[src/sv/flcs_pkg.sv]
// ----------------------------------------------------------------------------
// Flash command sequencer package
// Shared types, command codes and bus-cycle slot tables for the sequencer.
// ----------------------------------------------------------------------------
package flcs_pkg;

    // default flash address width
    localparam int ADDR_WIDTH_DEF = 21;

    // fixed order of bus cycles a command may expand into
    localparam int NUM_SLOTS     = 14;
    localparam int SLOT_EXIT0    = 0;   // bypass exit, 0x90 at 0
    localparam int SLOT_EXIT1    = 1;   // bypass exit, 0x00 at 0
    localparam int SLOT_RST0     = 2;   // reset unlock, 0xAA
    localparam int SLOT_RST1     = 3;   // reset unlock, 0x55
    localparam int SLOT_RST2     = 4;   // reset command, 0xF0
    localparam int SLOT_UNL0     = 5;   // command unlock, 0xAA
    localparam int SLOT_UNL1     = 6;   // command unlock, 0x55
    localparam int SLOT_UNL2     = 7;   // command byte (variable)
    localparam int SLOT_BYP_PROG = 8;   // bypass program, 0xA0 at 0
    localparam int SLOT_ERS0     = 9;   // second erase unlock, 0xAA
    localparam int SLOT_ERS1     = 10;  // second erase unlock, 0x55
    localparam int SLOT_ERS2     = 11;  // erase confirm (variable)
    localparam int SLOT_PROG     = 12;  // program data write
    localparam int SLOT_FINAL    = 13;  // closing read or completion

    // unlock addresses and sector mask
    localparam logic [15:0] UNLOCK_A    = 16'h5555;
    localparam logic [15:0] UNLOCK_B    = 16'h2AAA;
    localparam logic [31:0] SECTOR_MASK = 32'h001F_E000;

    // command bytes
    localparam logic [7:0] CMD_UNLOCK1   = 8'hAA;
    localparam logic [7:0] CMD_UNLOCK2   = 8'h55;
    localparam logic [7:0] CMD_RESET     = 8'hF0;
    localparam logic [7:0] CMD_PROGRAM   = 8'hA0;
    localparam logic [7:0] CMD_BYPASS    = 8'h20;
    localparam logic [7:0] CMD_ERASE     = 8'h80;
    localparam logic [7:0] CMD_CHIP_ERS  = 8'h10;
    localparam logic [7:0] CMD_SECT_ERS  = 8'h30;
    localparam logic [7:0] CMD_AUTOSEL   = 8'h90;
    localparam logic [7:0] CMD_EXIT_DATA = 8'h00;

    // factory bytes of parts that support unlock bypass
    localparam logic [7:0] FACTORY_BYP_A = 8'h83;
    localparam logic [7:0] FACTORY_BYP_B = 8'h85;
    localparam logic [7:0] POLL_DONE     = 8'hFF;

    // fixed query addresses
    localparam logic [15:0] ADDR_MANUF   = 16'h0000;
    localparam logic [15:0] ADDR_DEVICE  = 16'h0001;
    localparam logic [15:0] ADDR_PROT    = 16'h0002;
    localparam logic [15:0] ADDR_FACTORY = 16'h0003;

    typedef enum logic [3:0] {
        OP_RESET        = 4'd0,
        OP_MANUF_ID     = 4'd1,
        OP_DEVICE_ID    = 4'd2,
        OP_FACTORY_PROT = 4'd3,
        OP_SECTOR_PROT  = 4'd4,
        OP_PROGRAM      = 4'd5,
        OP_UNLOCK_BYP   = 4'd6,
        OP_CHIP_ERASE   = 4'd7,
        OP_SECTOR_ERASE = 4'd8,
        OP_POLL_ERASE   = 4'd9,
        OP_TEST_BYPASS  = 4'd10,
        OP_READ         = 4'd11,
        OP_READ_RETURN  = 4'd12
    } op_t;

    typedef enum logic [1:0] {
        KIND_WRITE = 2'd0,
        KIND_READ  = 2'd1,
        KIND_DONE  = 2'd2
    } kind_t;

    typedef enum logic [1:0] {
        MODE_READ   = 2'd0,
        MODE_AUTO   = 2'd1,
        MODE_BYPASS = 2'd2,
        MODE_ERASE  = 2'd3
    } dev_mode_t;

    typedef enum logic [2:0] {
        PEND_NONE = 3'd0,
        PEND_BYTE = 3'd1,
        PEND_PROT = 3'd2,
        PEND_POLL = 3'd3,
        PEND_TEST = 3'd4
    } pend_t;

    typedef logic [NUM_SLOTS-1:0] slot_mask_t;

    // expansion of one command: which slots run and their variable bytes
    typedef struct packed {
        slot_mask_t mask;
        logic [7:0] cmd3;
        logic [7:0] erase_data;
        logic [7:0] prog_data;
        kind_t      final_kind;
        logic       final_status;
        logic [7:0] final_answer;
    } plan_t;

    // tracked chip state (erase address travels apart, its width is a parameter)
    typedef struct packed {
        dev_mode_t  mode;
        logic       bypass_ok;
        pend_t      pend;
    } seq_state_t;

    // fixed address of a write slot
    function automatic logic [15:0] slot_addr(input int unsigned idx);
        logic [15:0] a;
        case (idx)
            SLOT_RST0, SLOT_RST2, SLOT_UNL0, SLOT_UNL2, SLOT_ERS0: a = UNLOCK_A;
            SLOT_RST1, SLOT_UNL1, SLOT_ERS1:                        a = UNLOCK_B;
            default:                                                a = 16'h0000;
        endcase
        return a;
    endfunction

    // fixed data of a write slot
    function automatic logic [7:0] slot_data(input int unsigned idx);
        logic [7:0] d;
        case (idx)
            SLOT_EXIT0:                      d = CMD_AUTOSEL;
            SLOT_RST0, SLOT_UNL0, SLOT_ERS0: d = CMD_UNLOCK1;
            SLOT_RST1, SLOT_UNL1, SLOT_ERS1: d = CMD_UNLOCK2;
            SLOT_RST2:                       d = CMD_RESET;
            SLOT_BYP_PROG:                   d = CMD_PROGRAM;
            default:                         d = CMD_EXIT_DATA;
        endcase
        return d;
    endfunction

endpackage

[src/sv/flash_command_sequencer.sv]
// ----------------------------------------------------------------------------
// Flash command sequencer
// Turns host requests for a parallel NOR flash into bus write/read beats with
// the 0x5555/0x2AAA unlock cycles and tracks chip mode, erase and bypass state.
//
//   channel  | dir | tdata (low bit up)                         | tuser | tlast
//   ---------+-----+--------------------------------------------+-------+------
//   s_axis   | in  | operation, address, value, zero pad        | -     | -
//   m_axis   | out | bus_address, bus_data, status, answer, pad | kind  | last
//
// A request is decoded in the cycle it is accepted; its beats follow from the
// plan register one per cycle while m_axis_tready is high, starting the next
// cycle, 1 to 12 beats. A request is taken while its predecessor's final beat
// is being accepted or when no beat is pending, so beats run back to back.
// Requests producing no beat (unknown operation, idle read return) are dropped.
// Reset clears the chip state and the plan; no clearing pass.
// Output stalls hold the current beat; input stays stalled until the last beat.
// ----------------------------------------------------------------------------
module flash_command_sequencer #(
    parameter int ADDR_WIDTH = flcs_pkg::ADDR_WIDTH_DEF
) (
    input  logic                              clk,
    input  logic                              rst_n,
    input  logic                              s_axis_tvalid,
    output logic                              s_axis_tready,
    // operation[3:0], address, value, zero pad
    input  logic [((ADDR_WIDTH+19)/8)*8-1:0]  s_axis_tdata,
    output logic                              m_axis_tvalid,
    input  logic                              m_axis_tready,
    // bus_address, bus_data, status, answer, zero pad
    output logic [((ADDR_WIDTH+24)/8)*8-1:0]  m_axis_tdata,
    // kind
    output flcs_pkg::kind_t                   m_axis_tuser,
    output logic                              m_axis_tlast
);
    import flcs_pkg::*;

    logic                  accept;
    logic [3:0]            in_op;
    logic [ADDR_WIDTH-1:0] in_addr;
    logic [7:0]            in_val;

    seq_state_t            state_reg;
    seq_state_t            state_next;
    logic [ADDR_WIDTH-1:0] erase_addr_reg;
    logic [ADDR_WIDTH-1:0] erase_addr_next;

    plan_t                 plan;
    logic [ADDR_WIDTH-1:0] ers3_addr;
    logic [ADDR_WIDTH-1:0] prog_addr;
    logic [ADDR_WIDTH-1:0] final_addr;

    // request fields
    assign in_op   = s_axis_tdata[3:0];
    assign in_addr = s_axis_tdata[ADDR_WIDTH+3:4];
    assign in_val  = s_axis_tdata[ADDR_WIDTH+11:ADDR_WIDTH+4];
    assign accept  = s_axis_tvalid && s_axis_tready;

    flcs_decode #(
        .ADDR_WIDTH (ADDR_WIDTH)
    ) u_decode (
        .op              (in_op),
        .addr            (in_addr),
        .val             (in_val),
        .st              (state_reg),
        .erase_addr      (erase_addr_reg),
        .plan            (plan),
        .ers3_addr       (ers3_addr),
        .prog_addr       (prog_addr),
        .final_addr      (final_addr),
        .st_next         (state_next),
        .erase_addr_next (erase_addr_next)
    );

    // chip state tracking, advanced per accepted request
    always_ff @(posedge clk or negedge rst_n)
    begin
        if (!rst_n)
        begin
            state_reg.mode      <= MODE_READ;
            state_reg.bypass_ok <= 1'b0;
            state_reg.pend      <= PEND_NONE;
            erase_addr_reg      <= '0;
        end
        else if (accept)
        begin
            state_reg      <= state_next;
            erase_addr_reg <= erase_addr_next;
        end
    end

    flcs_emit #(
        .ADDR_WIDTH (ADDR_WIDTH)
    ) u_emit (
        .clk           (clk),
        .rst_n         (rst_n),
        .load          (accept),
        .plan          (plan),
        .ers3_addr     (ers3_addr),
        .prog_addr     (prog_addr),
        .final_addr    (final_addr),
        .free          (s_axis_tready),
        .m_axis_tvalid (m_axis_tvalid),
        .m_axis_tready (m_axis_tready),
        .m_axis_tdata  (m_axis_tdata),
        .m_axis_tuser  (m_axis_tuser),
        .m_axis_tlast  (m_axis_tlast)
    );

endmodule

[src/sv/flcs_decode.sv]
// ----------------------------------------------------------------------------
// Flash command decoder
// Expands one host request into a slot plan and the next chip state.
// ----------------------------------------------------------------------------
module flcs_decode #(
    parameter int ADDR_WIDTH = flcs_pkg::ADDR_WIDTH_DEF
) (
    input  logic [3:0]            op,
    input  logic [ADDR_WIDTH-1:0] addr,
    input  logic [7:0]            val,
    input  flcs_pkg::seq_state_t  st,
    input  logic [ADDR_WIDTH-1:0] erase_addr,
    output flcs_pkg::plan_t       plan,
    output logic [ADDR_WIDTH-1:0] ers3_addr,
    output logic [ADDR_WIDTH-1:0] prog_addr,
    output logic [ADDR_WIDTH-1:0] final_addr,
    output flcs_pkg::seq_state_t  st_next,
    output logic [ADDR_WIDTH-1:0] erase_addr_next
);
    import flcs_pkg::*;

    localparam logic [ADDR_WIDTH-1:0] SECT_MASK = ADDR_WIDTH'(SECTOR_MASK);

    always_comb
    begin
        logic       do_rst;
        logic       do_unl;
        logic       do_ers;
        logic       bs;

        plan            = '0;
        plan.final_kind = KIND_DONE;
        plan.prog_data  = val;
        st_next         = st;
        erase_addr_next = erase_addr;
        ers3_addr       = ADDR_WIDTH'(UNLOCK_A);
        prog_addr       = addr;
        final_addr      = '0;
        do_rst          = 1'b0;
        do_unl          = 1'b0;
        do_ers          = 1'b0;
        bs              = 1'b0;

        if (op == OP_READ_RETURN)
        begin
            // interpret the byte returned by the outstanding read
            plan.mask[SLOT_FINAL] = 1'b1;
            st_next.pend          = PEND_NONE;
            case (st.pend)
                PEND_BYTE: plan.final_answer = val;
                PEND_PROT: plan.final_answer = {7'd0, (val != 8'd0)};
                PEND_POLL:
                begin
                    if (val == POLL_DONE)
                    begin
                        st_next.mode = MODE_READ;
                    end
                    plan.final_answer = {7'd0, (st_next.mode == MODE_ERASE)};
                end
                PEND_TEST:
                begin
                    bs                = (val == FACTORY_BYP_A) || (val == FACTORY_BYP_B);
                    st_next.bypass_ok = bs;
                    plan.final_answer = {7'd0, bs};
                end
                default:
                begin
                    // nothing pending: request is dropped
                    plan.mask    = '0;
                    st_next.pend = st.pend;
                end
            endcase
        end
        else if (op <= OP_READ)
        begin
            st_next.pend          = PEND_NONE;
            plan.mask[SLOT_FINAL] = 1'b1;
            if (op == OP_POLL_ERASE)
            begin
                if (st.mode == MODE_ERASE)
                begin
                    plan.final_kind = KIND_READ;
                    final_addr      = erase_addr;
                    st_next.pend    = PEND_POLL;
                end
            end
            else if (st.mode == MODE_ERASE)
            begin
                // busy erasing
                plan.final_status = 1'b1;
            end
            else
            begin
                case (op)
                    OP_RESET:
                    begin
                        do_rst       = 1'b1;
                        st_next.mode = MODE_READ;
                    end
                    OP_MANUF_ID, OP_DEVICE_ID, OP_FACTORY_PROT, OP_SECTOR_PROT,
                    OP_TEST_BYPASS:
                    begin
                        do_unl          = (st.mode != MODE_AUTO);
                        plan.cmd3       = CMD_AUTOSEL;
                        st_next.mode    = MODE_AUTO;
                        plan.final_kind = KIND_READ;
                        st_next.pend    = PEND_BYTE;
                        case (op)
                            OP_MANUF_ID:  final_addr = ADDR_WIDTH'(ADDR_MANUF);
                            OP_DEVICE_ID: final_addr = ADDR_WIDTH'(ADDR_DEVICE);
                            OP_SECTOR_PROT:
                            begin
                                final_addr   = (addr & SECT_MASK) | ADDR_WIDTH'(ADDR_PROT);
                                st_next.pend = PEND_PROT;
                            end
                            OP_TEST_BYPASS:
                            begin
                                final_addr   = ADDR_WIDTH'(ADDR_FACTORY);
                                st_next.pend = PEND_TEST;
                            end
                            default:      final_addr = ADDR_WIDTH'(ADDR_FACTORY);
                        endcase
                    end
                    OP_PROGRAM:
                    begin
                        // bypass programs with a single 0xA0 write, else a full unlock (reset first from autoselect)
                        do_rst = (st.mode == MODE_AUTO);
                        if (st.mode == MODE_BYPASS)
                        begin
                            plan.mask[SLOT_BYP_PROG] = 1'b1;
                        end
                        else
                        begin
                            do_unl       = 1'b1;
                            plan.cmd3    = CMD_PROGRAM;
                            st_next.mode = MODE_READ;
                        end
                        plan.mask[SLOT_PROG] = 1'b1;
                    end
                    OP_UNLOCK_BYP:
                    begin
                        if (st.bypass_ok)
                        begin
                            do_rst       = (st.mode != MODE_READ);
                            do_unl       = 1'b1;
                            plan.cmd3    = CMD_BYPASS;
                            st_next.mode = MODE_BYPASS;
                        end
                    end
                    OP_CHIP_ERASE, OP_SECTOR_ERASE:
                    begin
                        do_rst          = (st.mode != MODE_READ);
                        do_unl          = 1'b1;
                        do_ers          = 1'b1;
                        plan.cmd3       = CMD_ERASE;
                        st_next.mode    = MODE_ERASE;
                        if (op == OP_SECTOR_ERASE)
                        begin
                            erase_addr_next = addr;
                            ers3_addr       = addr & SECT_MASK;
                            plan.erase_data = CMD_SECT_ERS;
                        end
                        else
                        begin
                            erase_addr_next = '0;
                            plan.erase_data = CMD_CHIP_ERS;
                        end
                    end
                    default:
                    begin
                        // plain read
                        do_rst          = (st.mode != MODE_READ);
                        st_next.mode    = MODE_READ;
                        plan.final_kind = KIND_READ;
                        final_addr      = addr;
                        st_next.pend    = PEND_BYTE;
                    end
                endcase
            end
        end

        // common cycle groups
        if (do_rst)
        begin
            plan.mask[SLOT_RST0] = 1'b1;
            plan.mask[SLOT_RST1] = 1'b1;
            plan.mask[SLOT_RST2] = 1'b1;
            if (st.mode == MODE_BYPASS)
            begin
                plan.mask[SLOT_EXIT0] = 1'b1;
                plan.mask[SLOT_EXIT1] = 1'b1;
            end
        end
        if (do_unl)
        begin
            plan.mask[SLOT_UNL0] = 1'b1;
            plan.mask[SLOT_UNL1] = 1'b1;
            plan.mask[SLOT_UNL2] = 1'b1;
        end
        if (do_ers)
        begin
            plan.mask[SLOT_ERS0] = 1'b1;
            plan.mask[SLOT_ERS1] = 1'b1;
            plan.mask[SLOT_ERS2] = 1'b1;
        end
    end

endmodule

[src/sv/flcs_emit.sv]
// ----------------------------------------------------------------------------
// Flash bus-cycle emitter
// Holds one command plan and issues its enabled slots in order, one per beat.
// ----------------------------------------------------------------------------
module flcs_emit #(
    parameter int ADDR_WIDTH = flcs_pkg::ADDR_WIDTH_DEF
) (
    input  logic                              clk,
    input  logic                              rst_n,
    input  logic                              load,
    input  flcs_pkg::plan_t                   plan,
    input  logic [ADDR_WIDTH-1:0]             ers3_addr,
    input  logic [ADDR_WIDTH-1:0]             prog_addr,
    input  logic [ADDR_WIDTH-1:0]             final_addr,
    output logic                              free,
    output logic                              m_axis_tvalid,
    input  logic                              m_axis_tready,
    output logic [((ADDR_WIDTH+24)/8)*8-1:0]  m_axis_tdata,
    output flcs_pkg::kind_t                   m_axis_tuser,
    output logic                              m_axis_tlast
);
    import flcs_pkg::*;

    localparam int OUT_W = ((ADDR_WIDTH + 24) / 8) * 8;

    localparam slot_mask_t FINAL_ONLY = slot_mask_t'(1) << SLOT_FINAL;

    slot_mask_t            mask_reg;
    slot_mask_t            mask_next;
    plan_t                 plan_reg;
    logic [ADDR_WIDTH-1:0] ers3_addr_reg;
    logic [ADDR_WIDTH-1:0] prog_addr_reg;
    logic [ADDR_WIDTH-1:0] final_addr_reg;

    slot_mask_t            sel;
    logic                  pop;
    logic [ADDR_WIDTH-1:0] out_addr;
    logic [7:0]            out_data;
    logic                  out_status;
    logic [7:0]            out_answer;

    // lowest pending slot is the current beat
    assign sel  = mask_reg & slot_mask_t'(~mask_reg + slot_mask_t'(1));
    assign pop  = m_axis_tvalid && m_axis_tready;
    assign free = (mask_reg == '0) || ((mask_reg == FINAL_ONLY) && m_axis_tready);

    // slot mask sequencing
    always_comb
    begin
        if (load)
        begin
            mask_next = plan.mask;
        end
        else if (pop)
        begin
            mask_next = mask_reg & ~sel;
        end
        else
        begin
            mask_next = mask_reg;
        end
    end

    always_ff @(posedge clk or negedge rst_n)
    begin
        if (!rst_n)
        begin
            mask_reg <= '0;
        end
        else
        begin
            mask_reg <= mask_next;
        end
    end

    // plan payload
    always_ff @(posedge clk)
    begin
        if (load)
        begin
            plan_reg       <= plan;
            ers3_addr_reg  <= ers3_addr;
            prog_addr_reg  <= prog_addr;
            final_addr_reg <= final_addr;
        end
    end

    // one-hot selection of the current slot's address and data
    always_comb
    begin
        logic [ADDR_WIDTH-1:0] a;
        logic [7:0]            d;
        out_addr = '0;
        out_data = '0;
        for (int unsigned i = 0; i < NUM_SLOTS; i++)
        begin
            a = ADDR_WIDTH'(slot_addr(i));
            d = slot_data(i);
            if (i == SLOT_UNL2)
            begin
                d = plan_reg.cmd3;
            end
            else if (i == SLOT_ERS2)
            begin
                a = ers3_addr_reg;
                d = plan_reg.erase_data;
            end
            else if (i == SLOT_PROG)
            begin
                a = prog_addr_reg;
                d = plan_reg.prog_data;
            end
            else if (i == SLOT_FINAL)
            begin
                a = final_addr_reg;
                d = '0;
            end
            out_addr = out_addr | ({ADDR_WIDTH{sel[i]}} & a);
            out_data = out_data | ({8{sel[i]}} & d);
        end
    end

    assign out_status    = sel[SLOT_FINAL] & plan_reg.final_status;
    assign out_answer    = {8{sel[SLOT_FINAL]}} & plan_reg.final_answer;
    assign m_axis_tvalid = (mask_reg != '0);
    assign m_axis_tlast  = sel[SLOT_FINAL];
    assign m_axis_tuser  = sel[SLOT_FINAL] ? plan_reg.final_kind : KIND_WRITE;
    assign m_axis_tdata  = OUT_W'({out_answer, out_status, out_data, out_addr});

    // every run closes with its final beat
    a_final_present: assert property (@(posedge clk) disable iff (!rst_n)
        m_axis_tvalid |-> mask_reg[SLOT_FINAL])
        else $error("run without closing beat");

    // last beat means nothing else is queued
    a_last_alone: assert property (@(posedge clk) disable iff (!rst_n)
        (m_axis_tvalid && m_axis_tlast) |-> $onehot(mask_reg))
        else $error("tlast with beats still queued");

    // a new plan only replaces an empty or draining run
    a_load_free: assert property (@(posedge clk) disable iff (!rst_n)
        load |-> ((mask_reg == '0) || (pop && m_axis_tlast)))
        else $error("plan loaded over a live run");

    // each accepted beat retires exactly one slot
    a_pop_one: assert property (@(posedge clk) disable iff (!rst_n)
        (pop && !load) |=> ($countones(mask_reg) == $countones($past(mask_reg)) - 1))
        else $error("beat retired wrong slot count");

endmodule
[config.mk]
export PLATFORM = sky130hd
export DESIGN_NAME = flash_command_sequencer
export DESIGN_NICKNAME = d
export VERILOG_FILES = /design/src/sv/flcs_pkg.sv /design/src/sv/flash_command_sequencer.sv /design/src/sv/flcs_decode.sv /design/src/sv/flcs_emit.sv
export SDC_FILE = /design/constraint.sdc
export NUM_CORES = 1
export LEC_CHECK = 0
export BUFFER_PORTS_ARGS = -buffer_cell sky130_fd_sc_hd__buf_2
export CORE_MARGIN = 4
export CORE_UTILIZATION = 57
export DETAILED_ROUTE_END_ITERATION = 16
export PLACE_DENSITY_LB_ADDON = 0.2
export SLEW_MARGIN = 5
export SYNTH_ARGS = -nofsm -noshare
export SYNTH_HDL_FRONTEND = slang
export SYNTH_SLANG_ARGS = --single-unit
export TNS_END_PERCENT = 100
[constraint.sdc]
create_clock -name clk -period 4.2 [get_ports clk]
set_input_delay 0.84 -clock clk [delete_from_list [all_inputs] [get_ports clk]]
set_output_delay 0.84 -clock clk [all_outputs]
set_load 0.05 [all_outputs]
==> Word level (Yosys, flattened, before mapping) <==
Index checks and enable logic that the tools add are counted.
{ "totals": {"register_bits": 139, "in_bits": 44, "output_inout_bits": 45, "wordCells": 186} }
{ "classes": {"addsub": 1, "magnitude_cmp": 1, "n_eq_ne": 30, "mux": 75, "bitwise": 39, "reduce_logical": 25} }
{ "op_table": {"columns": ["cell", "count"], "rows": [
  ["2-to-1 mux 21 bit", 4],
  ["bitwise OR 21 x 15 -> 21 bit", 4],
  ["bitwise OR 8 bit", 8],
  ["case mux 8 bit (4 select lines)", 2],
  ["AND 21 bit", 3],
  ["bitwise OR 21 bit", 3],
  ["case mux 21 bit (3 select lines)", 1],
  ["2-to-1 mux 14 bit", 3],
  ["bitwise OR 21 x 14 -> 21 bit", 2],
  ["case mux 21 bit (2 select lines)", 1],
  ["2-to-1 mux 2 bit", 19],
  ["AND 8 bit", 4],
  ["AND 14 bit", 2],
  ["inverter 14 bit", 2],
  ["2-to-1 mux 1 bit", 26],
  ["equality test 8 bit (second input constant)", 3],
  ["2-to-1 mux 3 bit", 8],
  ["bitwise OR 8 x 7 -> 8 bit", 3],
  ["equality test 4 x 3 -> 1 bit (second input constant)", 4],
  ["equality test 4 bit (second input constant)", 4],
  ["2-to-1 mux 8 bit", 2],
  ["bitwise OR 15 x 14 -> 15 bit", 1],
  ["OR reduction 5 bit", 3],
  ["adder 14 x 1 -> 14 bit (second input constant)", 1],
  ["other kinds (34)", 58]
]} }

==> Longest topological paths before layout <==
Gate-level depths: netlist of run 1.
{ "depth": {"depth_word": 14, "ltp_mapped": 7, "mapped_depth_nobuf": 5} }

==> By module <==
A second synthesis of run 1 with hierarchy kept.
{ "hier_totals": {"hier_cells": 653, "area_unflattened_um2": 7592.3} }
{ "by_module_without_submodules": {"columns": ["module", "n_inst", "cells_each", "area_each_um2"], "rows": [
  ["flcs_emit", 1, 305, 4566.9],
  ["flcs_decode", 1, 290, 1936.9],
  ["flash_command_sequencer", 1, 58, 1088.5]
]} }

==> Worst setup path before layout of run 1 <==
No wires, ideal clock.
{ "synth_path": {"path_kind": "register to register", "startpoint": "register u_emit.mask_reg[9]", "endpoint": "register u_emit.ers3_addr_reg[10], enable pin", "setup_ns": 0.429, "arrival_ns": 3.177, "t_required_ns": 3.771, "path_slack_ns": 0.594, "path_stages_with_launch": 5, "n_path_buf": 0, "cell_sequence": "dfrtp_1 -> or4_4 -> nor4_4 -> nand3_4 -> inv_1"} }
{ "synth_via": {"elab_chain_len": 4, "word_cells_on_any_way": 5, "classes_between": "eq/ne (1); reduce/logical (4)"} }
{ "synth_lines": {"columns": ["item", "line", "source"], "rows": [
  ["start: declaration", "flcs_emit.sv:28", "slot_mask_t mask_reg;"],
  ["start signal: assignment", "flcs_emit.sv:72", "mask_reg <= mask_next;"],
  ["equality test 14 bit", "flcs_emit.sv:45", "assign free = (mask_reg == '0) || ((mask_reg == FINAL_ONLY) && m_axis_tready);"],
  ["logical AND 1 bit", "flcs_emit.sv:45", null],
  ["logical OR 1 bit *", "flcs_emit.sv:45", null],
  ["logical AND 1 bit *", "flash_command_sequencer.sv:57", "assign accept = s_axis_tvalid && s_axis_tready;"],
  ["net accept", "flash_command_sequencer.sv:38", "logic accept;"],
  ["end signal: assignment", "flcs_emit.sv:82", "ers3_addr_reg <= ers3_addr;"],
  ["end: declaration", "flcs_emit.sv:31", "logic [ADDR_WIDTH-1:0] ers3_addr_reg;"]
]} }
Mark *: on every way through the listed nets, which the timed path passes. The rest lies on a longest branch.
A chain may end at the register's enable or synchronous reset.

==> Final worst setup path of run 1 <==
{ "layout_path": {"startpoint": "register u_emit.mask_reg[0]", "endpoint": "output port m_axis_tdata[19]"} }
{ "layout_via": {"elab_chain_len": 7, "word_cells_on_any_way": 9, "classes_between": "add/sub (1); bitwise (8)"} }
{ "layout_lines": {"columns": ["item", "line", "source"], "rows": [
  ["inverter 14 bit *", "flcs_emit.sv:43", "assign sel = mask_reg & slot_mask_t'(~mask_reg + slot_mask_t'(1));"],
  ["adder 14 x 1 -> 14 bit *", "flcs_emit.sv:43", null],
  ["AND 14 bit *", "flcs_emit.sv:43", null],
  ["AND 21 bit", "flcs_emit.sv:118", "out_addr = out_addr | ({ADDR_WIDTH{sel[i]}} & a);"],
  ["bitwise OR 21 bit (2 in a row)", "flcs_emit.sv:118", null],
  ["bitwise OR 21 bit *", "flcs_emit.sv:118", null],
  ["end: declaration", "flash_command_sequencer.sv:31", "output logic [((ADDR_WIDTH+24)/8)*8-1:0] m_axis_tdata,"]
]} }
Every way passes the cells marked *; elsewhere a longest branch is shown, timed or not.

==> results of run 1 <==
## worst max path at each step
stage	start	endpoint	slack, ns
finish	u_emit.mask_reg[0]	m_axis_tdata[19]	0.35
floorplan	u_emit.mask_reg[9]	u_emit.ers3_addr_reg[10]	0.59
global placement	u_emit.mask_reg[6]	m_axis_tdata[20]	0.94
global route	u_emit.mask_reg[0]	m_axis_tdata[17]	0.16
detailed placement	u_emit.mask_reg[0]	m_axis_tdata[19]	0.94
CTS	u_emit.mask_reg[0]	m_axis_tdata[19]	0.38
## critical path, stage by stage (launching register included)
cell                       delay (ns)
sky130_fd_sc_hd__dfrtp_1         0.47
sky130_fd_sc_hd__or3_1           0.49
sky130_fd_sc_hd__nor3_1          0.51
sky130_fd_sc_hd__and3_1          0.38
sky130_fd_sc_hd__buf_4           0.21
sky130_fd_sc_hd__a222oi_1        0.10
sky130_fd_sc_hd__inv_1           0.07
sky130_fd_sc_hd__buf_2           0.25
## metrics by stage
stage | instances | instance area (sq um) | hold WS [ns] | util [%]
floorplan | 527 | 5700 | 0.448 | -
global placement | 715 | 6210 | 0.461 | 63.8
detailed placement | 715 | 6210 | 0.466 | 63.8
CTS | 747 | 6780 | 0.482 | 69.7
global route | 747 | 6780 | 0.500 | 69.7
finish | 747 | 6780 | 0.485 | 69.7
## cells in the final DEF, fill, tap and decap left out, types with 4 or more instances in the layout
cell / n
sky130_fd_sc_hd__buf_2: 79
sky130_fd_sc_hd__nand2_1: 75
sky130_fd_sc_hd__edfxtp_1: 75
sky130_fd_sc_hd__dfrtp_1: 41
sky130_fd_sc_hd__nor2_1: 29
sky130_fd_sc_hd__a21oi_1: 21
sky130_fd_sc_hd__a22oi_1: 21
sky130_fd_sc_hd__o21ai_0: 19
sky130_fd_sc_hd__and2_1: 18
sky130_fd_sc_hd__nor3_1: 16
sky130_fd_sc_hd__clkbuf_16: 16
sky130_fd_sc_hd__o31ai_1: 15
sky130_fd_sc_hd__and3_1: 14
sky130_fd_sc_hd__inv_1: 13
sky130_fd_sc_hd__o21ai_1: 12
sky130_fd_sc_hd__a22o_1: 11
sky130_fd_sc_hd__buf_4: 10
sky130_fd_sc_hd__nand4_1: 8
sky130_fd_sc_hd__o41ai_1: 7
sky130_fd_sc_hd__nand2b_1: 7
sky130_fd_sc_hd__a21o_1: 7
sky130_fd_sc_hd__nand3_1: 6
sky130_fd_sc_hd__nor2b_1: 6
sky130_fd_sc_hd__a221o_1: 6
sky130_fd_sc_hd__a21bo_2: 6
sky130_fd_sc_hd__or3_1: 5
sky130_fd_sc_hd__clkbuf_8: 4
sky130_fd_sc_hd__clkinvlp_4: 4
## area by class of cell
| class | instances | area, sq um | share of cell area [%] |
|---|---|---|---|
| flip-flops and latches | 116 | 3280 | 48.3 |
| multi-input cells | 362 | 2220 | 32.8 |
| repair buffers | 90 | 490 | 7.23 |
| clock buffers | 23 | 467 | 6.88 |
| well taps | 133 | 166 | 2.45 |
| clock inverters | 9 | 105 | 1.55 |
| inverters | 14 | 52.6 | 0.775 |
## layer usage
layer / routed length (um) / GRT usage, %
met5: 0 / 0
met2: 6920 / 41.4
met3: 908 / 7.10
met4: 155 / 9.11
met1: 5990 / 35.3
## cell families after synthesis
logic type             Yosys count
AND/OR/NAND/NOR                204
AO/OA/AOI/OAI                  151
flip-flops                     116
buffers and inverters           49
XOR/XNOR                         1
multiplexers                     4
other                            1
==> qor.tcl, run 1 <==
set qor(drcViolationCount) 0
set qor(routed-via-count) 4554
set qor(netlist-cell-type-count) 61
set qor(timing.critical_path.to_type) {output port}
set qor(antenna_found_initial) 0
set qor(rows) 36
set qor(cts.repair_timing.setup_buffer_count) 0
set qor(timing.hold.worst.class) {reg -> reg}
set qor(cp_data_arrival_time_ns) 3.01
set qor(fp.dieH_um) 108
set qor(cts.sink_count) 116
set qor(ant_nets) 0
set qor(setup_violations) 0
set qor(drt_first_pass_iters) 5
set qor(numCtsBuffers) 17
set qor(critical_path_type) {reg -> out}
set qor(worst_case_headroom_to_the_max_slew_limit_pct) 29.7
set qor(min_period_over_period_pct) 91.7
set qor(die-width_um) 108
set qor(cts_tree) {done}
set qor(hold-path-cell-count) 1
set qor(globalRouteTotalUtil_pct) 26.2
set qor(final_nets) 645
set qor(critical_path.reg2reg.endpoint) {u_emit.prog_addr_reg[9]}
set qor(run_status) {completed}
set qor(largest_reg_flops) 24
set qor(syn-instance-count) 526
set qor(final_tns_setup_ns) 0
set qor(timing.clock.skew_ns) 0.00755
set qor(cts_max_path_buffers) 2
set qor(start_util_pct) 58.5
set qor(floorplan.die_area_sq_um) 11700
set qor(pin_count) 89
set qor(rr_worst_depth) 6
set qor(avgRoutedWirePerCell_um) 18.7
set qor(core_box_area_sq_um) 9730
set qor(tightestPinTransition_ns) 1.05
set qor(synthAdderAreaFrac_pct) 0
set qor(syn-cell-area_sq_um) 5690
set qor(postSynth.topFlopCell) {sky130_fd_sc_hd__edfxtp_1}
set qor(worstPathMaxFanout) 9
set qor(synth_top_cells_by_area) {sky130_fd_sc_hd__edfxtp_1 (40%), sky130_fd_sc_hd__dfrtp_1 (18%), sky130_fd_sc_hd__nand2_1 (4.9%)}
set qor(n_fill_cell) 749
set qor(syn2layout_area_growth_pct) 19.1
set qor(syn_area_per_cell_sq_um) 10.8
set qor(place.gp.congestion) 0.966
set qor(synth_xor_xnor_area_share_pct) 0.154
set qor(min_period_ns) 3.85
set qor(grt_pass1_wl_um) 23200
set qor(wl_um) 14000
set qor(timing.rr.start) {u_emit.mask_reg[9]}
set qor(yosysSeqAreaShare_pct) 57.6
set qor(synth_edf_count) 75
set qor(holdBufCountCts) 0
set qor(synthArstFlopShare_pct) 35.3
set qor(antenna_cells_inserted) 0
set qor(fmax_mhz) 260
set qor(detail_route.iter0.violations) 416
set qor(drt-vias-per-instance) 6.10
set qor(slew_viol_final) 0
set qor(worst_setup_hold_path_clk_slew_ns) 0.06
set qor(most_common_library_cells_after_synthesis) {sky130_fd_sc_hd__edfxtp_1 (75), sky130_fd_sc_hd__nand2_1 (75), sky130_fd_sc_hd__dfrtp_1 (41), sky130_fd_sc_hd__nor2_1 (30), sky130_fd_sc_hd__clkbuf_1 (24)}
set qor(hold_end) {erase_addr_reg[20]}
set qor(worst_setup_slack_before_clock_tree_synthesis_ns) 0.936
set qor(regToRegSetupSlack_ns) 1.23
set qor(timing.hold.worst.start) {erase_addr_reg[20]}
set qor(required_time_of_the_worst_setup_path_ns) 3.36
set qor(total_number_of_h_tree_levels) 4
set qor(rsz0062_at_grt) {no}
set qor(finalWorstSetupSlack_ns) 0.349
set qor(max_cap_violations) 0
set qor(worstSkewPairLatency_ns) 0.52
set qor(dpl.hpwl_um) 9260
set qor(final_hold_violations) 0
set qor(synthesized_area_fraction_occupied_by_ao_oa_aoi_and_oai_cells_pct) 19.1
set qor(first_global_vias) 4519
set qor(grt_max_degree) 42
set qor(place.port_buffers) 79
set qor(clk_root_buffer_cell) {sky130_fd_sc_hd__clkbuf_8}
set qor(synth_simple_gate_area_share_pct) 18.8
set qor(synth_largest_type_area_fraction_pct) 39.6
set qor(grt_overflow) 0
set qor(synth_largest_area_cell) {sky130_fd_sc_hd__edfxtp_1}
set qor(yosys_warnings) 0
set qor(synth_top_family_by_area) {compound AO/OA/AOI/OAI gates}
set qor(synth.area.mux_share_pct) 0.725
set qor(cts_repair_resize_count) 0
set qor(synth_seq_cells) 116
set qor(critPathLaunchType) {flip-flop}
set qor(final_layout_size_suffix_gt1_share_pct) 22.5
Power of run 1 is left out: the tool's default activity adds up to more than one toggle a clock period on the data nets, which glitch-free logic cannot reach.
==> run 2: changes to the inputs <==
--- a/config.mk
+++ b/config.mk
@@ -10,6 +10,7 @@
 export CORE_UTILIZATION = 57
 export DETAILED_ROUTE_END_ITERATION = 16
 export PLACE_DENSITY_LB_ADDON = 0.2
+export SETUP_SLACK_MARGIN = 0.4
 export SLEW_MARGIN = 5
 export SYNTH_ARGS = -nofsm -noshare
 export SYNTH_HDL_FRONTEND = slang
==> qor.tcl, run 2 (same netlist as run 1, synthesis figures left out) <==
set qor(start_util_pct) 58.5
set qor(final_tns_setup_ns) 0
set qor(worst_setup_hold_path_clk_slew_ns) 0.06
set qor(crit_slowest_cell) {sky130_fd_sc_hd__or4_4}
set qor(timing.critical_path.to_type) {output port}
set qor(timing.hold.worst.class) {reg -> reg}
set qor(final_nets) 645
set qor(pin_count) 89
set qor(min_period_ns) 3.66
set qor(syn2layout_area_growth_pct) 19.4
set qor(finalWorstSetupSlack_ns) 0.542
set qor(hold_end) {erase_addr_reg[20]}
set qor(detail_route.iter0.violations) 398
set qor(globalRouteTotalUtil_pct) 26.2
set qor(total_number_of_h_tree_levels) 4
set qor(final_design_area_no_fill_sq_um) 6800
set qor(rsz0062_at_grt) {no}
set qor(rows) 36
set qor(place.gp.congestion) 0.966
set qor(slowest_delay_ns) 0.61
set qor(first_global_vias) 4515
set qor(timing.clock.skew_ns) 0.00932
set qor(ant_nets) 0
set qor(grt_pass1_wl_um) 23200
set qor(tightestPinTransition_ns) 1.06
set qor(antenna_cells_inserted) 0
set qor(regToRegSetupSlack_ns) 1.23
set qor(critical_path.reg2reg.endpoint) {u_emit.prog_addr_reg[9]}
set qor(mostFrequentLayoutCells) {sky130_fd_sc_hd__buf_2 (79), sky130_fd_sc_hd__nand2_1 (75), sky130_fd_sc_hd__edfxtp_1 (75), sky130_fd_sc_hd__dfrtp_1 (41), sky130_fd_sc_hd__nor2_1 (29)}
set qor(cts_tree) {done}
set qor(grt_overflow) 0
set qor(numCtsBuffers) 17
set qor(cts.sink_count) 116
set qor(final_hold_violations) 0
set qor(hold-path-cell-count) 1
set qor(critPathLaunchType) {flip-flop}
set qor(largest_reg_flops) 24
set qor(cp_data_arrival_time_ns) 2.82
set qor(drt-vias-per-instance) 6.09
set qor(drt_first_pass_iters) 5
set qor(min_period_over_period_pct) 87.1
set qor(rr_worst_depth) 6
set qor(antenna_found_initial) 0
set qor(fmax_mhz) 273
set qor(worst_setup_slack_before_clock_tree_synthesis_ns) 0.936
set qor(setup_violations) 0
set qor(clk_root_buffer_cell) {sky130_fd_sc_hd__clkbuf_8}
set qor(critical_path_type) {reg -> out}
set qor(drcViolationCount) 0
set qor(slew_viol_final) 0
set qor(max_cap_violations) 0
set qor(final_layout_size_suffix_gt1_share_pct) 23.0
set qor(crit_path_cell_trace) {or4_4, nor4_4, and2_1, buf_6, a22oi_1, nand2_1, buf_2}
set qor(dpl.hpwl_um) 9260
set qor(grt_max_degree) 42
set qor(routed-via-count) 4552
set qor(wl_um) 14000
set qor(cts_max_path_buffers) 2
set qor(timing.rr.start) {u_emit.mask_reg[9]}
set qor(worstPathMaxFanout) 22
set qor(die-width_um) 108
set qor(place.port_buffers) 79
set qor(final_common_cell) {sky130_fd_sc_hd__buf_2}
set qor(avgRoutedWirePerCell_um) 18.7
set qor(core_box_area_sq_um) 9730
set qor(timing.hold.worst.start) {erase_addr_reg[20]}
set qor(placedInstanceArea_sq_um) 6210
set qor(fp.dieH_um) 108
set qor(worstSkewPairLatency_ns) 0.53
set qor(worst_case_headroom_to_the_max_slew_limit_pct) 29.6
set qor(floorplan.die_area_sq_um) 11700
set qor(required_time_of_the_worst_setup_path_ns) 3.36
set qor(run_status) {completed}
## run 2: worst max-delay path by stage
stage                       start                        to  slack (ns)  depth (start not counted)
3_3_place_gp   u_emit.mask_reg[6]          m_axis_tdata[20]        0.94                          7
6_report       u_emit.mask_reg[9]           m_axis_tdata[0]        0.54                          7
5_1_grt        u_emit.mask_reg[6]          m_axis_tdata[26]        0.41                          7
2_1_floorplan  u_emit.mask_reg[9]  u_emit.ers3_addr_reg[10]        0.59                          4
4_1_cts        u_emit.mask_reg[9]           m_axis_tdata[0]        0.46                          7
3_5_place_dp   u_emit.mask_reg[0]          m_axis_tdata[19]        0.94                          7
## run 2: cell type report
class / count / area, sq um
Clock buffer: 23 / 467
Timing Repair Buffer: 90 / 494
Sequential cell: 116 / 3280
Multi-Input combinational cell: 362 / 2230
Clock inverter: 9 / 105
Fill cell: 746 / 2930
Inverter: 14 / 52.6
Tap cell: 133 / 166
## run 2: worst max-delay path: cells and delay by family, from the launching register on
family	cells	cell delay [ns]
AND/OR/NAND/NOR	4	1.18
buffers and inverters	2	0.48
flip-flops	1	0.47
AO/OA/AOI/OAI	1	0.15
## run 2: timing repair
action / CTS / global route
setup buffers: 0 / 0
resized for setup: 1 / 3
setup endpoints to repair: 2 / 11
hold buffers: 0 / 0
## run 2: through the flow
stage / instances / util, % / hold WS (ns)
after floorplan: 527 / - / 0.448
after detailed placement: 715 / 63.8 / 0.466
after global routing: 747 / 69.9 / 0.500
final: 747 / 69.9 / 0.480
after CTS: 747 / 69.8 / 0.482
after global placement: 715 / 63.8 / 0.461
## run 2: per-layer routing
metal,GRT usage [%],part of all wire [%],vias to the layer above
li1,-,-,2134
met1,35.3,42,2211
met2,41.6,49,183
met3,7.10,7.5,24
met4,8.66,1.5,0
met5,0,0,-
Power of run 2 is left out for the same reason.
==> run 3: changes to the inputs <==
--- a/config.mk
+++ b/config.mk
@@ -8,8 +8,10 @@
 export BUFFER_PORTS_ARGS = -buffer_cell sky130_fd_sc_hd__buf_2
 export CORE_MARGIN = 4
 export CORE_UTILIZATION = 57
+export CTS_CLUSTER_SIZE = 8
 export DETAILED_ROUTE_END_ITERATION = 16
 export PLACE_DENSITY_LB_ADDON = 0.2
+export RECOVER_POWER = 25
 export SETUP_SLACK_MARGIN = 0.4
 export SLEW_MARGIN = 5
 export SYNTH_ARGS = -nofsm -noshare
==> qor.tcl, run 3 (same netlist as run 1, synthesis figures left out) <==
set qor(place.gp.congestion) 0.966
set qor(worst-path-buf-inv) 2
set qor(critical_path_type) {reg -> out}
set qor(first_global_vias) 4515
set qor(crit_slowest_cell) {sky130_fd_sc_hd__or4_4}
set qor(avgRoutedWirePerCell_um) 18.7
set qor(grt_overflow) 0
set qor(grt_max_degree) 42
set qor(drcViolationCount) 0
set qor(rsz0062_at_grt) {no}
set qor(tightestPinTransition_ns) 2.49
set qor(crit_path_cell_trace) {or4_4, nor4_4, and2_1, buf_6, a22oi_1, nand2_1, buf_2}
set qor(run_status) {finished, violations left}
set qor(clk_root_buffer_cell) {sky130_fd_sc_hd__clkbuf_8}
set qor(die-width_um) 108
set qor(hold-path-cell-count) 1
set qor(antenna_cells_inserted) 0
set qor(syn2layout_area_growth_pct) 18.7
set qor(min_period_over_period_pct) 86.8
set qor(cts_tree) {done}
set qor(detail_route.iter0.violations) 377
set qor(pin_count) 89
set qor(slew_viol_final) 42
set qor(hold_end) {erase_addr_reg[20]}
set qor(timing.critical_path.max_delay_family) {simple AND/OR/NAND/NOR gates}
set qor(globalRouteTotalUtil_pct) 26.2
set qor(timing.clock.skew_ns) 0.0120
set qor(violations) {max-capacitance violations, max-slew violations}
set qor(total_number_of_h_tree_levels) 4
set qor(dpl.hpwl_um) 9260
set qor(timing.rr.start) {u_emit.mask_reg[9]}
set qor(final_hold_violations) 0
set qor(final_layout_size_suffix_gt1_share_pct) 18.1
set qor(required_time_of_the_worst_setup_path_ns) 3.36
set qor(grt_pass1_wl_um) 23200
set qor(numCtsBuffers) 17
set qor(cts_repair_resize_count) 1
set qor(core_box_area_sq_um) 9730
set qor(worst_case_headroom_to_the_max_slew_limit_pct) -66.2
set qor(worstPathMaxFanout) 22
set qor(slowest_delay_ns) 0.61
set qor(timing.hold.worst.start) {erase_addr_reg[20]}
set qor(floorplan.die_area_sq_um) 11700
set qor(cts.repair_timing.setup_buffer_count) 0
set qor(max_cap_violations) 1
set qor(cts_max_path_buffers) 2
set qor(regToRegSetupSlack_ns) 1.23
set qor(rows) 36
set qor(ant_nets) 0
set qor(fp.dieH_um) 108
set qor(timing.hold.worst.class) {reg -> reg}
set qor(wl_um) 14000
set qor(routed-via-count) 4599
set qor(antenna_found_initial) 0
set qor(mostFrequentLayoutCells) {sky130_fd_sc_hd__nand2_1 (75), sky130_fd_sc_hd__edfxtp_1 (75), sky130_fd_sc_hd__buf_2 (49), sky130_fd_sc_hd__dfrtp_1 (41), sky130_fd_sc_hd__clkbuf_1 (33)}
set qor(rr_worst_depth) 6
set qor(drt-vias-per-instance) 6.16
set qor(holdBufCountCts) 0
set qor(largest_reg_flops) 24
set qor(critPathLaunchType) {flip-flop}
set qor(cts.sink_count) 116
set qor(drt_first_pass_iters) 5
set qor(final_nets) 645
set qor(final_tns_setup_ns) 0
set qor(place.port_buffers) 79
set qor(timing.critical_path.to_type) {output port}
set qor(min_period_ns) 3.64
set qor(cp_data_arrival_time_ns) 2.80
set qor(start_util_pct) 58.5
set qor(fmax_mhz) 274
set qor(setup_violations) 0
set qor(critical_path.reg2reg.endpoint) {u_emit.prog_addr_reg[1]}
set qor(worstSkewPairLatency_ns) 0.53
set qor(worst_setup_hold_path_clk_slew_ns) 0.06
[run 3: through the flow]
step,cells,cell area (sq um),setup slack (ns),util [%],hold slack [ns]
2_1_floorplan,527,5700,0.594,-,0.448
3_3_place_gp,715,6210,0.943,63.8,0.461
3_5_place_dp,715,6210,0.936,63.8,0.466
4_1_cts,747,6790,0.459,69.8,0.482
5_1_grt,747,6760,0.413,69.5,0.500
6_report,747,6760,0.555,69.5,0.483
[run 3: worst max-delay path by stage]
stage                             from                  endpoint  slack (ns)  depth (start not counted)
floorplan           u_emit.mask_reg[9]  u_emit.ers3_addr_reg[10]        0.59                          4
global placement    u_emit.mask_reg[6]          m_axis_tdata[20]        0.94                          7
detailed placement  u_emit.mask_reg[0]          m_axis_tdata[19]        0.94                          7
CTS                 u_emit.mask_reg[9]           m_axis_tdata[0]        0.46                          7
global route        u_emit.mask_reg[6]          m_axis_tdata[26]        0.41                          7
finish              u_emit.mask_reg[9]           m_axis_tdata[0]        0.56                          7
[run 3: layout make-up]
cell class | count | area [sq um]
flip-flops and latches | 116 | 3280
fillers | 759 | 2970
multi-input cells | 362 | 2230
clock buffers | 23 | 467
repair buffers | 90 | 457
well taps | 133 | 166
clock inverters | 9 | 105
inverters | 14 | 52.6
[run 3: metal layers]
layer	track usage, %	wire (um)
met3	7.10	989
met2	41.6	6880
met4	8.66	164
met1	35.3	5920
met5	0	0
Power of run 3 is left out for the same reason.
